===== config.mk =====
export PLATFORM = sky130hd
export DESIGN_NAME = chained_block_allocator
export DESIGN_NICKNAME = d
export VERILOG_FILES = /design/src/cba_pkg.sv /design/src/chained_block_allocator.sv
export SDC_FILE = /design/constraint.sdc
export NUM_CORES = 1
export LEC_CHECK = 0
export BUFFER_PORTS_ARGS = -buffer_cell sky130_fd_sc_hd__buf_2
export CAP_MARGIN = 20
export CORE_AREA = 2 2 87 130
export CTS_CLUSTER_DIAMETER = 120
export DETAILED_ROUTE_END_ITERATION = 7
export DIE_AREA = 0 0 89 132
export SETUP_SLACK_MARGIN = 0.4
export SLEW_MARGIN = 20
export SYNTH_ARGS = -nofsm -noshare
export SYNTH_HDL_FRONTEND = slang
export SYNTH_SLANG_ARGS = --single-unit

===== constraint.sdc =====
create_clock -name clk_i -period 5.29 [get_ports clk_i]
set_clock_uncertainty 0.1 [all_clocks]
set_input_delay 0.2645 -clock clk_i [delete_from_list [all_inputs] [get_ports clk_i]]
set_output_delay 0.2645 -clock clk_i [all_outputs]
set_load 0.005 [all_outputs]

===== src/cba_pkg.sv =====
// ----------------------------------------------------------------------------
// cba_pkg
// types, codes and default sizes of the chained block allocator
// ----------------------------------------------------------------------------
package cba_pkg;

  // default sizes
  localparam int DEF_ENTRIES     = 16;
  localparam int DEF_BLOCK_BYTES = 128;
  localparam int DEF_NAME_BYTES  = 8;

  // fixed field widths
  localparam int OWNER_W  = 8;
  localparam int NAME_W   = 64;
  localparam int SIZE_W   = 16;
  localparam int ACCESS_W = 4;
  localparam int STATUS_W = 2;
  localparam int FIRST_W  = 4;
  localparam int FREE_W   = 5;
  localparam int SEQ_W    = 4;
  localparam int LINK_W   = 5;

  // end of chain mark
  localparam logic [LINK_W-1:0] LINK_END = '1;

  // status codes
  localparam logic [STATUS_W-1:0] STATUS_CREATED   = 2'd0;
  localparam logic [STATUS_W-1:0] STATUS_SIZE_ZERO = 2'd1;
  localparam logic [STATUS_W-1:0] STATUS_NO_SPACE  = 2'd2;

  // sequencer states
  typedef enum logic [2:0] {
    ST_IDLE,
    ST_CHECK,
    ST_SCAN,
    ST_FLUSH,
    ST_FINISH
  } state_e;

endpackage


===== src/chained_block_allocator.sv =====
// ----------------------------------------------------------------------------
// chained block allocator
// takes create requests, allocates free table entries lowest index first
// and links them into a chain; the table lives in a one-port-read memory
// ----------------------------------------------------------------------------
//  channel | direction | handshake               | payload
//  --------+-----------+-------------------------+------------------------------------
//  request | in        | in_valid_i / in_stall_o | owner_id, file_name, file_size,
//          |           |                         | access_bits
//  result  | out       | out_valid_o/out_stall_i | status, first_entry, free_left
//
//  a rejected request goes from the check step straight to the result; a
//  created one is scanned first: the scan reads one table entry per cycle from
//  the entry memory, lowest index first, and stops after the last block
//  reset frees every entry at once through per-entry valid flops; no sweep
//  a new request is taken while a result waits in the output register; a
//  stalled result holds the sequencer only at its final step
module chained_block_allocator
  import cba_pkg::*;
#(
  parameter int ENTRIES     = DEF_ENTRIES,
  parameter int BLOCK_BYTES = DEF_BLOCK_BYTES,
  parameter int NAME_BYTES  = DEF_NAME_BYTES
) (
  input  logic                clk_i,
  input  logic                rst_ni,
  input  logic                in_valid_i,
  output logic                in_stall_o,
  input  logic [OWNER_W-1:0]  owner_id_i,
  input  logic [NAME_W-1:0]   file_name_i,
  input  logic [SIZE_W-1:0]   file_size_i,
  input  logic [ACCESS_W-1:0] access_bits_i,
  output logic                out_valid_o,
  input  logic                out_stall_i,
  output logic [STATUS_W-1:0] status_o,
  output logic [FIRST_W-1:0]  first_entry_o,
  output logic [FREE_W-1:0]   free_left_o
);

  localparam int IDX_W   = (ENTRIES > 1) ? $clog2(ENTRIES) : 1;
  localparam int CNT_W   = $clog2(ENTRIES + 1);
  localparam int BB_W    = $clog2(BLOCK_BYTES + 1);
  localparam int PROD_W  = CNT_W + BB_W;
  localparam int CMP_W   = (PROD_W > SIZE_W) ? PROD_W : SIZE_W + 1;
  localparam int STORE_W = 8 * NAME_BYTES;
  localparam int ENTRY_W = 1 + OWNER_W + STORE_W + ACCESS_W + SEQ_W + LINK_W;
  localparam int USED_BIT = ENTRY_W - 1;

  localparam logic [IDX_W-1:0]  LAST_IDX = IDX_W'(ENTRIES - 1);
  localparam logic [SIZE_W:0]   BB_CMP   = (SIZE_W + 1)'(BLOCK_BYTES);
  localparam logic [SIZE_W-1:0] BB_SUB   = SIZE_W'(BLOCK_BYTES);

  // sequencer and control state
  state_e              state_q, state_d;
  logic [IDX_W-1:0]    eval_idx_q, eval_idx_d;
  logic                pend_valid_q, pend_valid_d;
  logic [CNT_W-1:0]    free_q, free_d;
  logic [ENTRIES-1:0]  valid_q, valid_d;
  logic                out_valid_q, out_valid_d;

  // request and scan payload
  logic [OWNER_W-1:0]  owner_q, owner_d;
  logic [STORE_W-1:0]  name_q, name_d;
  logic [SIZE_W-1:0]   rem_q, rem_d;
  logic [ACCESS_W-1:0] access_q, access_d;
  logic [STATUS_W-1:0] status_q, status_d;
  logic [IDX_W-1:0]    head_q, head_d;
  logic [IDX_W-1:0]    pend_idx_q, pend_idx_d;
  logic [SEQ_W-1:0]    pend_seq_q, pend_seq_d;
  logic [SEQ_W-1:0]    seq_q, seq_d;

  // output register
  logic [STATUS_W-1:0] out_status_q, out_status_d;
  logic [FIRST_W-1:0]  out_first_q, out_first_d;
  logic [FREE_W-1:0]   out_free_q, out_free_d;

  // entry memory
  logic [ENTRY_W-1:0]  mem_q [ENTRIES];
  logic [ENTRY_W-1:0]  rd_data_q;
  logic                rd_en;
  logic [IDX_W-1:0]    rd_addr;
  logic                wr_en;
  logic [IDX_W-1:0]    wr_addr;
  logic [LINK_W-1:0]   wr_link;
  logic [ENTRY_W-1:0]  wr_data;

  logic [CMP_W-1:0]    capacity;
  logic                entry_used;
  logic                out_free_slot;

  // bytes that the free entries can still hold
  assign capacity = CMP_W'(free_q) * CMP_W'(BLOCK_BYTES);

  // an entry never written since reset reads as free
  assign entry_used = valid_q[eval_idx_q] & rd_data_q[USED_BIT];

  assign out_free_slot = !out_valid_q || !out_stall_i;

  assign wr_data = {1'b1, owner_q, name_q, access_q, pend_seq_q, wr_link};

  // next state and datapath
  always_comb begin
    state_d      = state_q;
    eval_idx_d   = eval_idx_q;
    pend_valid_d = pend_valid_q;
    free_d       = free_q;
    valid_d      = valid_q;
    owner_d      = owner_q;
    name_d       = name_q;
    rem_d        = rem_q;
    access_d     = access_q;
    status_d     = status_q;
    head_d       = head_q;
    pend_idx_d   = pend_idx_q;
    pend_seq_d   = pend_seq_q;
    seq_d        = seq_q;
    out_status_d = out_status_q;
    out_first_d  = out_first_q;
    out_free_d   = out_free_q;
    out_valid_d  = out_valid_q && out_stall_i;
    rd_en        = 1'b0;
    rd_addr      = eval_idx_q;
    wr_en        = 1'b0;
    wr_addr      = pend_idx_q;
    wr_link      = LINK_END;
    in_stall_o   = 1'b1;

    unique case (state_q)
      ST_IDLE: begin
        in_stall_o = 1'b0;
        if (in_valid_i) begin
          owner_d  = owner_id_i;
          name_d   = file_name_i[STORE_W-1:0];
          rem_d    = file_size_i;
          access_d = access_bits_i;
          state_d  = ST_CHECK;
        end
      end

      ST_CHECK: begin
        head_d       = '0;
        seq_d        = '0;
        pend_valid_d = 1'b0;
        eval_idx_d   = '0;
        if (rem_q == '0) begin
          status_d = STATUS_SIZE_ZERO;
          state_d  = ST_FINISH;
        end else if (CMP_W'(rem_q) > capacity) begin
          status_d = STATUS_NO_SPACE;
          state_d  = ST_FINISH;
        end else begin
          // start the scan at entry zero
          status_d = STATUS_CREATED;
          rd_en    = 1'b1;
          rd_addr  = '0;
          state_d  = ST_SCAN;
        end
      end

      ST_SCAN: begin
        // prefetch the following entry
        if (eval_idx_q != LAST_IDX) begin
          rd_en      = 1'b1;
          rd_addr    = eval_idx_q + 1'b1;
          eval_idx_d = eval_idx_q + 1'b1;
        end
        if (!entry_used) begin
          // close the previous link with this index
          if (pend_valid_q) begin
            wr_en            = 1'b1;
            wr_link          = LINK_W'(eval_idx_q);
            valid_d[pend_idx_q] = 1'b1;
          end else begin
            head_d = eval_idx_q;
          end
          pend_valid_d = 1'b1;
          pend_idx_d   = eval_idx_q;
          pend_seq_d   = seq_q;
          seq_d        = seq_q + 1'b1;
          free_d       = free_q - 1'b1;
          rem_d        = rem_q - BB_SUB;
          if ({1'b0, rem_q} <= BB_CMP) begin
            state_d = ST_FLUSH;
          end
        end
        if (eval_idx_q == LAST_IDX) begin
          state_d = ST_FLUSH;
        end
      end

      ST_FLUSH: begin
        // write the tail of the chain
        if (pend_valid_q) begin
          wr_en               = 1'b1;
          valid_d[pend_idx_q] = 1'b1;
        end
        pend_valid_d = 1'b0;
        state_d      = ST_FINISH;
      end

      ST_FINISH: begin
        if (out_free_slot) begin
          out_valid_d  = 1'b1;
          out_status_d = status_q;
          out_first_d  = FIRST_W'(head_q);
          out_free_d   = FREE_W'(free_q);
          state_d      = ST_IDLE;
        end
      end

      default: begin
        state_d = ST_IDLE;
      end
    endcase
  end

  // state register
  always_ff @(posedge clk_i or negedge rst_ni) begin
    if (!rst_ni) begin
      state_q <= ST_IDLE;
    end else begin
      state_q <= state_d;
    end
  end

  // control registers
  always_ff @(posedge clk_i or negedge rst_ni) begin
    if (!rst_ni) begin
      eval_idx_q   <= '0;
      pend_valid_q <= 1'b0;
      free_q       <= CNT_W'(ENTRIES);
      valid_q      <= '0;
      out_valid_q  <= 1'b0;
    end else begin
      eval_idx_q   <= eval_idx_d;
      pend_valid_q <= pend_valid_d;
      free_q       <= free_d;
      valid_q      <= valid_d;
      out_valid_q  <= out_valid_d;
    end
  end

  // payload registers
  always_ff @(posedge clk_i) begin
    owner_q      <= owner_d;
    name_q       <= name_d;
    rem_q        <= rem_d;
    access_q     <= access_d;
    status_q     <= status_d;
    head_q       <= head_d;
    pend_idx_q   <= pend_idx_d;
    pend_seq_q   <= pend_seq_d;
    seq_q        <= seq_d;
    out_status_q <= out_status_d;
    out_first_q  <= out_first_d;
    out_free_q   <= out_free_d;
  end

  // entry memory, one write and one registered read per cycle
  always_ff @(posedge clk_i) begin
    if (wr_en) begin
      mem_q[wr_addr] <= wr_data;
    end
    if (rd_en) begin
      rd_data_q <= mem_q[rd_addr];
    end
  end

  assign out_valid_o   = out_valid_q;
  assign status_o      = out_status_q;
  assign first_entry_o = out_first_q;
  assign free_left_o   = out_free_q;

endmodule


==> results of run 1 <==
worst paths after layout:
kind	from	endpoint	slack [ns]	depth (start not counted)
max	eval_idx_q[1]	head_q[0]	2.35	5
min	out_stall_i	out_valid_o	0.08	3
max reg2reg	eval_idx_q[1]	head_q[0]	2.35	5
min reg2reg	head_q[3]	first_entry_o[3]	0.32	0
max in group asynchronous	rst_ni	valid_q[7]	4.20	2
min in group asynchronous	rst_ni	eval_idx_q[0]	0.44	2
per-layer routing:
layer,wire (µm),track usage (%)
met3,226,3.507
met2,3337,19.94
met5,13,0
met1,2370,12.66
met4,125,5.224
power breakdown:
part	total [W]	switching (W)	internal (W)	leakage (nW)
logic	0.000303	0.000179	0.000123	0.623
clock network	0.000629	0.000218	0.000410	0.151
registers	0.000745	0.0000638	0.000681	0.752
flip-flops by register name, indices dropped and copies added (netlist names):
register and cells:
eval_idx_q 4, first_entry_o 4, free_left_o 5, free_q 5
head_q 4, out_valid_o 1, pend_idx_q 4, pend_valid_q 1
rem_q 16, state_q 3, status_o 2, status_q 2
valid_q 16
final cells by class:
| type | instances | share of cell area [%] |
|---|---|---|
| Clock inverter | 7 | 2.472 |
| Sequential cell | 67 | 49.73 |
| Timing Repair Buffer | 34 | 4.743 |
| Tap cell | 144 | 4.810 |
| Inverter | 14 | 1.403 |
| Multi-Input combinational cell | 165 | 30.83 |
| Clock buffer | 9 | 6.012 |
worst register-to-register path, cell delays in order, from the launching register on:
cell      delay, ns
dfrtp_1        0.71
mux2_1         0.38
or3_4          0.34
a311oi_2       0.39
nor2_2         0.17
o21ai_0        0.47
logic make-up (layout without fill, tap and decap cells):
kind of cell	count (synthesis)	in the layout
muxes	11	11
adders and majority gates	9	9
DFF	67	67
buffers and inverters	20	64
xor gates and xnor gates	11	11
AOI/OAI and AO/OA	51	51
and+or+nand+nor	83	83
metrics by stage:
step / hold WS (ns) / std cells
2_1_floorplan: -0.1311 / 252
3_3_place_gp: 0.2385 / 423
3_5_place_dp: 0.2454 / 423
4_1_cts: 0.07855 / 440
5_1_grt: 0.09714 / 440
6_report: 0.07567 / 440
cell usage in the layout (no fill, tap or decap), types with 3 or more instances in the layout:
cell | synthesis | final
xnor2_1 | 9 | 9
a31o_2 | 3 | 3
buf_2 | 0 | 32
mux2i_1 | 9 | 9
nor4_1 | 3 | 3
nand2_1 | 24 | 24
ha_1 | 9 | 9
a31o_1 | 10 | 10
a41o_1 | 3 | 3
dfrtp_1 | 29 | 29
nand2b_1 | 3 | 3
nand3_1 | 3 | 3
and2_1 | 10 | 10
nor2_1 | 14 | 14
a21oi_1 | 5 | 5
edfxtp_1 | 37 | 37
nor3_1 | 7 | 7
inv_1 | 13 | 13
clkbuf_16 | 0 | 9
o21ai_0 | 16 | 16
nor2b_1 | 5 | 5
==> run_results.csv, run 1 <==
group,metric,value,unit
routing,drt_iter0_drc,180,
layout,seq_area,1863,µm²
cts,cts_setup_buffers,0,
layout,fin_area,3746,µm²
worst_setup_path,cp_max_fo,13,
worst_hold_path,hold_path.class,"in2reg",
synth,synth_xor_area_share,3.100,%
layout,final_core_util,35.37,%
cts,clock_latency,0.33,ns
sta,fin_ws,2.354,ns
sta,relSlewSlack,35.91,%
layout,multi_input_area,1155,µm²
floorplanning,io_pins,109,
placed_design,pre_cts_slack,2.323,ns
power_and_ir_drop,pwr_density_cell,447.6,nW/µm²
cts,cts_buffers,9,
cts,ctsLongestPathBuffers,2,
synth,synth_area_leaders,"edfxtp_1 36%, dfrtp_1 23%, ha_1 3.6%",
placed_design,post-dp-hpwl,4470,µm
sta,fin_tns_setup,0,ns
floorplanning,die_h,132,µm
global_route,overflow,0,
synth,syn_area,3108,µm²
cts,cts_hold_buffers,1,
synth,synth_area_leader_cell,"edfxtp_1",
placed_design,place_area,3418,µm²
floorplanning,die_x,89,µm
synth,syn_nets,357,
synth,synth_seq_cells,67,
placed_design,place_congestion,0.7571,
routing,firstDrtPassIters,4,
layout,final_nets,396,
worst_setup_path,critPathRequiredTime,5.16,ns
synth,synthSimpleGateAreaFrac,14.21,%
power_and_ir_drop,leakagePower,1.525,nW
run,drv_cap,0,
routing,drc,0,
synth,yosys.cell_count.top_type,"edfxtp_1",
synth,synth_seq_area_share,59.94,%
routing,wl_per_cell,13.80,µm
floorplanning,initial_core_util,29.35,%
placed_design,place.port_buffers,32,
synth,synth_common_cells,"37 x edfxtp_1, 29 x dfrtp_1, 24 x nand2_1",
synth,yosys_warnings,0,
cts,root_buffer,"clkbuf_16",
worst_setup_path,slowest_delay,0.71,ns
sta,timing.final.crit_share,55.49,%
cts,cts_tree,"yes",
cts,htreeDepth,3,
synth,synth.avg_cell_area,12.33,µm²
sta,final_max_slew_viol_count,0,
worst_setup_path,cpMaxStageDelayCell,"dfrtp_1",
layout,syn2layout_area_growth,20.53,%
layout,final.fill_count,1088,
synth,synth_top_family_by_area,"simple AND/OR/NAND/NOR gates",
global_route,grt_pass1_wl,10280,µm
cts,clkTransAtPathRegs,0.06,ns
worst_setup_path,crit_arrival,2.81,ns
synth,synth_adder_area_share,3.623,%
synth,synthFlopType,"edfxtp_1",
worst_setup_path,startpoint_type,"flip-flop",
outcome,status,"finished, final reports clean",
power_and_ir_drop,p_total,0.001677,W
cts,clock-sinks,67,
floorplanning,coreArea,10590,µm²
sta,rsz0062_at_grt,"no",
power_and_ir_drop,vdd_drop_max,193.1,µV
synth,synth_edf_count,37,
layout,antennaDiodeCount,0,
worst_setup_path,worstPathCellList,"mux2_1, or3_4, a311oi_2, nor2_2, o21ai_0",
synth,synth-compound-area-share,12.24,%
worst_setup_path,critical_path_class,"reg2reg",
floorplanning,dieArea,11750,µm²
worst_setup_path,worst-path-buf-inv,0,
sta,period_needed,2.936,ns
sta,worst_slew_pin_slew,0.9613,ns
global_route,antenna_found_initial,1,
synth,synth_cell_type_count,50,
global_route,grt_pass1_vias,2088,
cts,post_cts_resized,0,
synth,synthArstFlopShare,44.78,%
global_route,grtUsageTotal,11.55,%
routing,vias,2022,
sta,fmax,340.6,MHz
synth,synthCells,252,
layout,drive_gt1_share,20.95,%
sta,hold_viol,0,
worst_setup_path,crit_family,"compound AO/OA/AOI/OAI gates",
worst_setup_path,cp-end-kind,"flip-flop",
routing,via_per_inst,4.595,
global_route,grt_max_degree,31,
sta,setup_violations,0,
routing,ant_nets,0,
synth,synth_top_area_share,35.75,%
routing,wl,6073,µm
floorplanning,std_cell_rows,46,
synth,synthMuxAreaShare,3.986,%
Note: power is estimated with default switching activity, not from simulation.
==> inputs of run 2 (changes only) <==
ABC_AREA = 1   (was unset)
CORE_AREA = 2 2 90 136   (was 2 2 87 130)
DIE_AREA = 0 0 92 138   (was 0 0 89 132)
clock period = 2.5 ns   (was 5.29 ns; I/O delays follow)
==> run 2 against run 1 <==
  * Synthesized area grew 9.3%
  * Combinational power is 140% higher
  * Die area is 8.1% higher
  * Clock power increased by 96%
  * Largest power group unchanged
==> run_results.csv, run 2 <==
group,metric,value,unit
global_route,grtUsageTotal,11.27,%
routing,ant_nets,0,
sta,holdWs,0.009678,ns
layout,reg.largest.list,"rem_q: 16 flops, valid_q: 16 flops",
outcome,status,"finished, final reports clean",
placed_design,post-place-cells,562,
worst_hold_path,worstHoldStart,"file_size_i[0]",
synth,synth_common_cells,"79 x nand2_1, 62 x inv_1, 58 x nor2_1",
synth,syn_nets,482,
layout,antennaDiodeCount,0,
synth,synth_seq_cells,67,
cts,cts_buffers,9,
routing,drt_iter0_drc,102,
synth,synthFlopType,"edfxtp_1",
routing,wl,6504,µm
worst_setup_path,startpoint_type,"flip-flop",
routing,wl_per_cell,10.97,µm
worst_setup_path,cp_max_fo,12,
synth,synthCells,377,
worst_setup_path,crit_arrival,1.88,ns
routing,firstDrtPassIters,4,
synth,synth.avg_cell_area,9.007,µm²
cts,cts_setup_buffers,0,
cts,clock_latency,0.33,ns
floorplanning,initial_core_util,29.15,%
layout,final_nets,540,
layout,final_cell_mix,"79 x nand2_1, 62 x inv_1, 57 x nor2_1",
floorplanning,die_x,92,µm
synth,synth_edf_count,37,
sta,fmax,528.4,MHz
synth,yosys_warnings,0,
routing,via_per_inst,4.270,
worst_setup_path,startpoint,"eval_idx_q[0]",
global_route,antenna_found_initial,0,
layout,drive_gt1_share,20.23,%
layout,fin_cells,593,
power_and_ir_drop,pwr_density_cell,836.1,nW/µm²
synth,synthArstFlopShare,44.78,%
global_route,overflow,0,
layout,layout_commonest_cell,"nand2_1",
synth,yosys.cell_count.top_type,"nand2_1",
layout,final.fill_count,1199,
layout,fin_area,4190,µm²
cts,clkTransAtPathRegs,0.06,ns
cts,ctsLongestPathBuffers,2,
cts,htreeDepth,3,
floorplanning,std_cell_rows,49,
global_route,grt_max_degree,31,
worst_setup_path,critical_path_class,"reg2reg",
global_route,grt_pass1_vias,2484,
worst_setup_path,r2r_start,"eval_idx_q[0]",
synth,synth_seq_area_share,54.86,%
synth,synth_cell_type_count,30,
sta,rsz0062_at_grt,"no",
placed_design,place_congestion,0.8774,
sta,final_max_slew_viol_count,0,
synth,synth_top_area_share,32.72,%
sta,setup_violations,0,
global_route,grt_pass1_wl,11250,µm
layout,syn2layout_area_growth,23.40,%
sta,worst_slew_pin_slew,0.6754,ns
routing,drc,0,
worst_setup_path,critPathRequiredTime,2.49,ns
sta,relSlewSlack,54.97,%
placed_design,place_area,3737,µm²
cts,cts_tree,"yes",
sta,fin_tns_setup,0,ns
routing,vias,2532,
run,drv_cap,0,
synth,synth_area_leader_cell,"edfxtp_1",
floorplanning,coreArea,11650,µm²
sta,hold_viol,0,
power_and_ir_drop,leakagePower,1.929,nW
placed_design,post-dp-hpwl,4872,µm
placed_design,place.port_buffers,32,
cts,root_buffer,"clkbuf_16",
sta,period_needed,1.893,ns
floorplanning,io_pins,109,
cts,clock-sinks,67,
worst_hold_path,hold_path.class,"in2reg",
worst_setup_path,cp-end-kind,"flip-flop",
power_and_ir_drop,vdd_drop_max,433.4,µV
synth,syn_area,3396,µm²
floorplanning,dieArea,12700,µm²
synth,synth_area_leaders,"edfxtp_1 33%, dfrtp_1 21%, nand2_1 8.7%",
floorplanning,die_h,138,µm
sta,timing.final.crit_share,75.70,%
==> run 2: report_power, final <==
group          internal [W]  total, W  switching, W  leakage [nW]
Sequential          0.00143   0.00155      0.000120         0.751
Combinational      0.000282  0.000721      0.000439          1.04
Clock              0.000767   0.00123      0.000467         0.141
==> run 2: kinds of logic after synthesis <==
| kind of cell | count (synthesis) | share of synthesized area (%) |
|---|---|---|
| compound gates | 24 | 4.016 |
| xor+xnor | 8 | 2.063 |
| fa+ha+maj | 9 | 3.316 |
| buf+inv | 70 | 8.806 |
| flops | 67 | 54.86 |
| simple gates | 199 | 26.93 |
==> run 2: final timing paths <==
| kind | slack (ns) | cells past startpoint | to |
|---|---|---|---|
| hold / removal | 0.01 | 3 | rem_q[0] |
| hold reg to reg | 0.31 | 0 | first_entry_o[1] |
| max in group asynchronous | 1.56 | 2 | eval_idx_q[0] |
| setup reg to reg | 0.61 | 9 | rem_q[14] |
| min in group asynchronous | 0.27 | 2 | eval_idx_q[1] |
| setup / recovery | 0.61 | 9 | rem_q[14] |
==> run 2: metal layers <==
layer  global-route usage [%]  wire length [µm]
met3                    2.725               255
met1                    12.57              2796
met4                    6.127               150
met5                        0                 0
met2                    19.54              3301
==> run 2: cell type report <==
cell class	count	area [µm²]	share of cell area, %
Multi-Input combinational cell	240	1241	29.62
Tap cell	153	191.4	4.569
Inverter	63	236.5	5.643
Sequential cell	67	1866	44.52
Timing Repair Buffer	54	362.8	8.659
Clock buffer	9	225.2	5.375
Clock inverter	7	67.56	1.612
==> run 2: stage by stage <==
| step | worst slack, ns | utilization [%] | total power [W] |
|---|---|---|---|
| 5_1_grt | 0.4294 | 35.97 | 0.003724 |
| 4_1_cts | 0.4883 | 35.90 | 0.003552 |
| 2_1_floorplan | 0.5228 | - | 0.002038 |
| 6_report | 0.6074 | 35.97 | 0.003504 |
| 3_3_place_gp | 0.4255 | 32.08 | 0.002259 |
| 3_5_place_dp | 0.3964 | 32.08 | 0.002282 |
==> run 2: worst max-delay path: stages, from the launching register on <==
cell,delay (ns)
dfrtp_2,0.50
inv_2,0.16
nand2_1,0.07
nand3_1,0.10
nand2_1,0.06
nor2_1,0.13
nand2_2,0.10
nand3_2,0.13
o21ai_0,0.10
buf_4,0.19
==> run 2: timing repair <==
action / in CTS / in global routing
resized for setup: 1 / 3
setup endpoints to repair: 9 / 17
cloned: 0 / 0
endpoints found under the hold margin: 43 / 0
hold buffers: 15 / 0
